--- src/rtl/mtrr_pkg.sv ---
// Shared types and constants for the variable-range memory type lookup.
package mtrr_pkg;

  localparam int ADDR_W         = 52;
  localparam int FRAME_W        = 40;
  localparam int PAGE_W         = 18;
  localparam int TYPE_W         = 8;
  localparam int FRAME_SHIFT    = 12;
  localparam int BIG_PAGE_SHIFT = 21;

  localparam logic [ADDR_W-1:0] ADDR_TOP = {ADDR_W{1'b1}};

  // Memory type codes
  localparam logic [TYPE_W-1:0] TYPE_UC = 8'd0;
  localparam logic [TYPE_W-1:0] TYPE_WB = 8'd6;

  // Action codes
  localparam logic ACT_LOAD  = 1'b0;
  localparam logic ACT_QUERY = 1'b1;

  // Input word
  typedef struct packed {
    logic               action;
    logic [FRAME_W-1:0] base_frame;
    logic [FRAME_W-1:0] mask_frame;
    logic               mask_valid;
    logic [TYPE_W-1:0]  range_type;
    logic [PAGE_W-1:0]  page_frame;
  } mtrr_in_t;

  // Result word
  typedef struct packed {
    logic [TYPE_W-1:0] memory_type;
    logic              stored;
    logic              dropped;
  } mtrr_out_t;

  // One stored range
  typedef struct packed {
    logic [ADDR_W-1:0] first;
    logic [ADDR_W-1:0] last;
    logic [TYPE_W-1:0] kind;
  } mtrr_entry_t;

endpackage

--- src/rtl/mtrr_range_memory_type_lookup.sv ---
// Top level: variable-range memory type table with a sequential 2MB page classifier.
//
// Usage:
//   Drive a word on item and raise start; the word is taken at a rising edge
//   where start is high and busy is low. Exactly one result word follows on
//   result, flagged by done for a single cycle. The receiver cannot stall, so
//   it must take the word in that cycle.
//   A load (action 0) that is disabled, write-back or hits a full table
//   answers in the cycle after acceptance; a storable load passes through
//   mask decode, then end address add and table write.
//   A query (action 1) of page zero or of an empty table answers in the cycle
//   after acceptance. Otherwise the stored ranges are read from the table memory
//   one per cycle through its single registered read port, in order, until the
//   last one is compared or an uncacheable match ends the walk early.
//   busy is high from acceptance until the result cycle (for a word not
//   answered from idle); a new word may be started in the cycle that done is high.
//   Synchronous reset empties the table (the range count goes to zero); the
//   table memory itself is not cleared since only filled entries are read.
module mtrr_range_memory_type_lookup
  import mtrr_pkg::*;
#(
  parameter int MAX_RANGES = 16
) (
  input  logic      clk,
  input  logic      rst,
  input  logic      start,
  input  mtrr_in_t  item,
  output logic      busy,
  output logic      done,
  output mtrr_out_t result
);

  localparam int CNT_W = $clog2(MAX_RANGES + 1);
  localparam int IDX_W = (MAX_RANGES > 1) ? $clog2(MAX_RANGES) : 1;

  typedef enum logic [3:0] {
    S_IDLE  = 4'b0001,
    S_MASK  = 4'b0010,
    S_WRITE = 4'b0100,
    S_WALK  = 4'b1000
  } state_t;

  state_t             state;
  logic [CNT_W-1:0]   count;
  mtrr_in_t           cur;
  logic [FRAME_W-1:0] low_run;
  logic [CNT_W-1:0]   walk_cnt;
  logic               cmp_valid;
  logic               cmp_last;
  logic [TYPE_W-1:0]  kind_acc;

  logic               accept;
  logic               issue;
  logic               hit;
  logic               hit_uc;
  logic               walk_end;
  logic               full;
  logic               skip_load;
  logic               quick;
  mtrr_out_t          quick_word;
  logic [ADDR_W-1:0]  page_lo;
  logic [ADDR_W-1:0]  page_hi;
  logic [ADDR_W-1:0]  start_addr;
  logic [ADDR_W-1:0]  size_m1;
  logic [ADDR_W:0]    end_sum;
  mtrr_entry_t        wr_data;
  mtrr_entry_t        rd_data;
  logic               wr_en;

  assign accept = start && !busy;
  assign busy   = (state != S_IDLE);

  // Words answered straight from the idle state, and their result
  assign full      = (count == CNT_W'(MAX_RANGES));
  assign skip_load = !item.mask_valid || (item.range_type == TYPE_WB);
  assign quick     = (item.action == ACT_LOAD) ? (skip_load || full)
                                               : ((item.page_frame == '0) || (count == '0));

  always_comb begin
    quick_word = '0;
    if (item.action == ACT_LOAD) begin
      quick_word.dropped = !skip_load && full;
    end else begin
      quick_word.memory_type = (item.page_frame == '0) ? TYPE_UC : TYPE_WB;
    end
  end

  // End address: size - 1 is the run of zeros below the lowest mask bit,
  // shifted up a frame; a zero mask gives all ones and saturates naturally.
  assign start_addr = {cur.base_frame, {FRAME_SHIFT{1'b0}}};
  assign size_m1    = {low_run, {FRAME_SHIFT{1'b1}}};
  assign end_sum    = {1'b0, start_addr} + {1'b0, size_m1};

  assign wr_en         = (state == S_WRITE);
  assign wr_data.first = start_addr;
  assign wr_data.last  = end_sum[ADDR_W] ? ADDR_TOP : end_sum[ADDR_W-1:0];
  assign wr_data.kind  = cur.range_type;

  // Page bounds and overlap check against the entry read last cycle
  assign page_lo = {{(ADDR_W-PAGE_W-BIG_PAGE_SHIFT){1'b0}}, cur.page_frame,
                    {BIG_PAGE_SHIFT{1'b0}}};
  assign page_hi = {{(ADDR_W-PAGE_W-BIG_PAGE_SHIFT){1'b0}}, cur.page_frame,
                    {BIG_PAGE_SHIFT{1'b1}}};
  assign hit     = cmp_valid && (page_lo <= rd_data.last) && (page_hi >= rd_data.first);
  assign hit_uc  = hit && (rd_data.kind == TYPE_UC);

  assign issue    = (state == S_WALK) && (walk_cnt != count);
  assign walk_end = hit_uc || (cmp_valid && cmp_last);

  mtrr_range_table #(
    .DEPTH (MAX_RANGES),
    .IDX_W (IDX_W)
  ) u_table (
    .clk     (clk),
    .wr_en   (wr_en),
    .wr_addr (count[IDX_W-1:0]),
    .wr_data (wr_data),
    .rd_addr (walk_cnt[IDX_W-1:0]),
    .rd_data (rd_data)
  );

  // Sequencer
  always_ff @(posedge clk) begin
    if (rst) begin
      state     <= S_IDLE;
      count     <= '0;
      done      <= 1'b0;
      cmp_valid <= 1'b0;
    end else begin
      case (state)
        S_IDLE: begin
          done <= accept && quick;
          if (accept) begin
            cur    <= item;
            result <= quick_word;
            if (!quick) begin
              if (item.action == ACT_LOAD) begin
                state <= S_MASK;
              end else begin
                walk_cnt  <= '0;
                cmp_valid <= 1'b0;
                kind_acc  <= TYPE_WB;
                state     <= S_WALK;
              end
            end
          end
        end
        S_MASK: begin
          done    <= 1'b0;
          low_run <= (cur.mask_frame - FRAME_W'(1)) & ~cur.mask_frame;
          state   <= S_WRITE;
        end
        S_WRITE: begin
          count         <= count + CNT_W'(1);
          result.stored <= 1'b1;
          done          <= 1'b1;
          state         <= S_IDLE;
        end
        S_WALK: begin
          cmp_valid <= issue && !walk_end;
          cmp_last  <= ((walk_cnt + CNT_W'(1)) == count);
          done      <= walk_end;
          if (issue) begin
            walk_cnt <= walk_cnt + CNT_W'(1);
          end
          if (hit) begin
            kind_acc <= rd_data.kind;
          end
          if (walk_end) begin
            result.memory_type <= hit ? rd_data.kind : kind_acc;
            state              <= S_IDLE;
          end
        end
        default: begin
          done  <= 1'b0;
          state <= S_IDLE;
        end
      endcase
    end
  end

  // Checks
  a_done_follows_work: assert property (@(posedge clk) disable iff (rst)
    done |-> $past(busy || start))
    else $error("result word without a preceding request");

  a_flags_exclusive: assert property (@(posedge clk) disable iff (rst)
    done |-> !(result.stored && result.dropped))
    else $error("load word both stored and dropped");

  a_count_bound: assert property (@(posedge clk) disable iff (rst)
    count <= CNT_W'(MAX_RANGES))
    else $error("range count above table depth");

  a_walk_in_range: assert property (@(posedge clk) disable iff (rst)
    issue |-> (walk_cnt < count))
    else $error("table read beyond filled entries");

  a_write_only_when_room: assert property (@(posedge clk) disable iff (rst)
    wr_en |-> (count != CNT_W'(MAX_RANGES)))
    else $error("table write into a full table");

endmodule

--- src/rtl/mtrr_range_table.sv ---
// Range table memory: one write port, one registered read port.
module mtrr_range_table
  import mtrr_pkg::*;
#(
  parameter int DEPTH = 16,
  parameter int IDX_W = 4
) (
  input  logic             clk,
  input  logic             wr_en,
  input  logic [IDX_W-1:0] wr_addr,
  input  mtrr_entry_t      wr_data,
  input  logic [IDX_W-1:0] rd_addr,
  output mtrr_entry_t      rd_data
);

  mtrr_entry_t mem [DEPTH];

  // Write port
  always_ff @(posedge clk) begin
    if (wr_en) begin
      mem[wr_addr] <= wr_data;
    end
  end

  // Registered read port
  always_ff @(posedge clk) begin
    rd_data <= mem[rd_addr];
  end

endmodule

--- config.mk ---
export PLATFORM = sky130hd
export DESIGN_NAME = mtrr_range_memory_type_lookup
export DESIGN_NICKNAME = d
export VERILOG_FILES = /design/src/rtl/mtrr_pkg.sv /design/src/rtl/mtrr_range_memory_type_lookup.sv /design/src/rtl/mtrr_range_table.sv
export SDC_FILE = /design/constraint.sdc
export NUM_CORES = 1
export LEC_CHECK = 0
export BUFFER_PORTS_ARGS = -buffer_cell sky130_fd_sc_hd__buf_2
export CORE_MARGIN = 2
export CORE_UTILIZATION = 25
export CTS_CLUSTER_SIZE = 8
export DETAILED_ROUTE_END_ITERATION = 6
export PLACE_DENSITY_LB_ADDON = 0.12
export SLEW_MARGIN = 20
export SYNTH_ARGS = -nofsm -noshare
export SYNTH_HDL_FRONTEND = slang
export SYNTH_SLANG_ARGS = --single-unit
--- constraint.sdc ---
create_clock -name clk -period 18.2 [get_ports clk]
set_clock_uncertainty 0.05 [all_clocks]
set_input_delay 2.73 -clock clk [delete_from_list [all_inputs] [get_ports clk]]
set_output_delay 2.73 -clock clk [all_outputs]
set_load 0.02 [all_outputs]
==> metrics.cfg <==
[floorplanning]
dieArea_um2 = 218000
die_height_um = 467
die_w_um = 467
num_rows = 169
fp.coreArea_um2 = 212000
ios = 123
initial_core_util = 0.252

[critical_path]
slowest_stage = nor4b_1
start_kind = flip-flop
arrival_ns = 2.38
crit_fanout = 6
cp_slowest_stage_delay_ns = 0.74
critPathKind = flip-flop to output pin
cp_data_required_time_ns = 15.42
endpoint_kind = output pin
path_cells = nor4b_1, inv_1, buf_2

[grt]
first_global_vias = 29128
grtUsageMet3 = 0.0265
met2_usage = 0.227
use_met1 = 0.214
grt_pass1_wl_mm = 228
top_usage_layer = met2
grt_max_degree = 107
grt_antenna_before_repair = 18
grt-ovfl-total = 0
grt_use_total = 0.148

[finish]
postLayoutCellArea_um2 = 63300
syn2layout_area_growth_pct = 18.4
utilization = 0.298
drive_gt1_frac = 0.196
nets = 3418
final_cells = 6170

[place]
placedCellCount = 5859
place_area_um2 = 57900
hpwlAfterDp_mm = 90.2
portBuffers = 122
gp_congestion = 0.721

[drt]
routed_via_density = 4.55
drcViolationCount = 0
dr.pass1.iters = 5
num_vias = 28101
drtIter0Drc = 2181
wl_per_cell_um = 26.3
drtAntennaViolNets = 0
drt-total-wl_mm = 162

[timing]
period_needed_ns = 5.16
period_share = 0.284
fmax_ghz = 0.194
fin_setup_tns_ns = 0
setup_violations = 0
rsz0062_at_grt = false
slew_headroom = 0.281
drv_slew = 0
worstMarginPinSlew_ns = 1.08
hold_viol_final = 0

[worst_hold_path]
min_path_type = flip-flop to flip-flop

[clocking]
cts_resized = 0
cts_buffers = 189
cts-root-buf = clkbuf_16
clock_latency_ns = 0.82
htreeDepth = 4
cts_max_path_buffers = 3
cts_tree = built
clock-sinks = 1371
clk_pin_slew_ns = 0.05
post-cts-setup-buffers = 0
holdBufCountCts = 0

[synthesis]
synthesis.nets = 3165
avgSynthCellArea_um2 = 18.0
synth-edff-count = 1290
synth_flop_cell = edfxtp_1
synth_cell_types = 62
async_reset_ff_frac = 0
yosysWarnings = 0
ys_ff_latch = 1371
syn_area_um2 = 53500
ys_seq_area_frac = 0.755
synthCells = 2976

[power_and_ir_drop]
powerDensity_nw_per_um2 = 116
total_power_uw = 7330
irDropWorstVdd_mv = 0.0972
power_leakage_uw = 0.0212

[run]
max_cap_violations = 0

[outcome]
run_status = finished clean

-- registers in the layout, summed over array words and instances (netlist names) --
name / flops
cmp_valid: 1
state: 4
u_table.rd_data: 70
result: 10
walk_cnt: 5
kind_acc: 8
cmp_last: 1
done: 1
count: 5
low_run: 40
u_table.mem: 1120
cur: 106
-- metrics by stage --
step | hold WS, ns | setup WS, ns
4_1_cts | 0.511 | 12.97
6_report | 0.511 | 13.04
3_5_place_dp | 0.500 | 12.45
3_3_place_gp | 0.505 | 12.48
5_1_grt | 0.537 | 12.75
2_1_floorplan | 0.436 | 10.17
-- cell families after synthesis --
kind of cell,share of synthesized area
flip-flops,0.755
AO/OA/AOI/OAI,0.0604
multiplexers,0.114
AND/OR/NAND/NOR,0.0322
buffers and inverters,0.0136
adder cells (fa/ha/maj),0.0182
XOR/XNOR,0.00655
-- critical path: cells and delay by family (launching register included) --
| kind | cells | cell delay (ns) |
|---|---|---|
| buffers and inverters | 2 | 0.47 |
| flip-flops | 1 | 0.37 |
| AND/OR/NAND/NOR | 1 | 0.74 |
-- report_power, final --
group	internal, uW	switching (uW)
clock network	1930	1350
logic	146	289
registers	3550	70.7
-- final timing paths --
path	from	endpoint	slack (ns)	cells after the start
setup reg to reg	walk_cnt[0]$_SDFFCE_PN0P_	u_table.rd_data[98]$_DFF_P_	13.34	8
hold reg to reg	state[2]$_SDFFE_PP0P_	state[2]$_SDFFE_PP0P_	0.51	1
setup / recovery	state[3]$_SDFFE_PP0P_	busy	13.04	3
hold / removal	state[2]$_SDFFE_PP0P_	state[2]$_SDFFE_PP0P_	0.51	1
-- area by class of cell --
type | instances | area, um2
multi-input cells | 1416 | 12600
clock inverters | 14 | 272
inverters | 56 | 210
diodes | 4 | 10.0
well taps | 2821 | 3530
flip-flops and latches | 1371 | 40400
repair buffers | 195 | 1210
clock buffers | 293 | 5150
fillers | 20952 | 149000
-- synthesized netlist by cell type (all sizes together) (3+ instances only) --
cell type  number  area [um2]
o21ai         166         831
mux2i         218        2180
nand2         144         541
o22ai           3        18.8
inv            56         210
a211oi          9        77.6
o21bai          5        37.5
clkbuf         92         345
ha             78         976
nor4b           3        26.3
nor4           21         183
nand4          13        81.3
a21oi         118         591
a2111oi         4        35.0
or2             6        37.5
nor3           37         185
mux2           70         788
nand3          12        60.1
dfxtp          81        1620
edfxtp       1290       38700
or3             3        18.8
a21o           27         203
xor2           17         149
and2            4        25.0
nor2           90         338
a22oi          70         526
and3            6        37.5
xnor2          23         201
buf            41         170
a211o           4        35.0
o31ai           4        30.0
nand2b         13        93.8
or4             6        48.8
o2111ai         3        26.3
mux4          140        3150
a221oi         70         613
o41ai           3        33.8
o21a            6        45.0
-- placed cells by master (no fill, tap or decap), types with 7 or more instances in the layout --
cell / instances
nand3_1: 12
xnor2_1: 23
nor4_1: 17
xor2_1: 17
dfxtp_1: 81
nor3_1: 31
ha_1: 78
mux2i_1: 218
a221oi_1: 70
buf_4: 69
a21oi_1: 118
edfxtp_1: 1290
nor2_4: 13
inv_1: 56
clkbuf_16: 190
nand4_1: 13
a22oi_1: 70
nor2_1: 77
mux2_2: 70
mux4_2: 140
a21o_1: 27
nand2b_1: 9
a211oi_1: 7
o21ai_0: 165
buf_2: 122
clkbuf_1: 102
nand2_1: 143
-- layer usage --
layer / wire, um / share of wire
met3: 6420 / 0.040
met2: 73300 / 0.45
met4: 3300 / 0.020
met5: 0 / 0
met1: 79000 / 0.49
No activity file was read; power rests on OpenSTA's default activity.
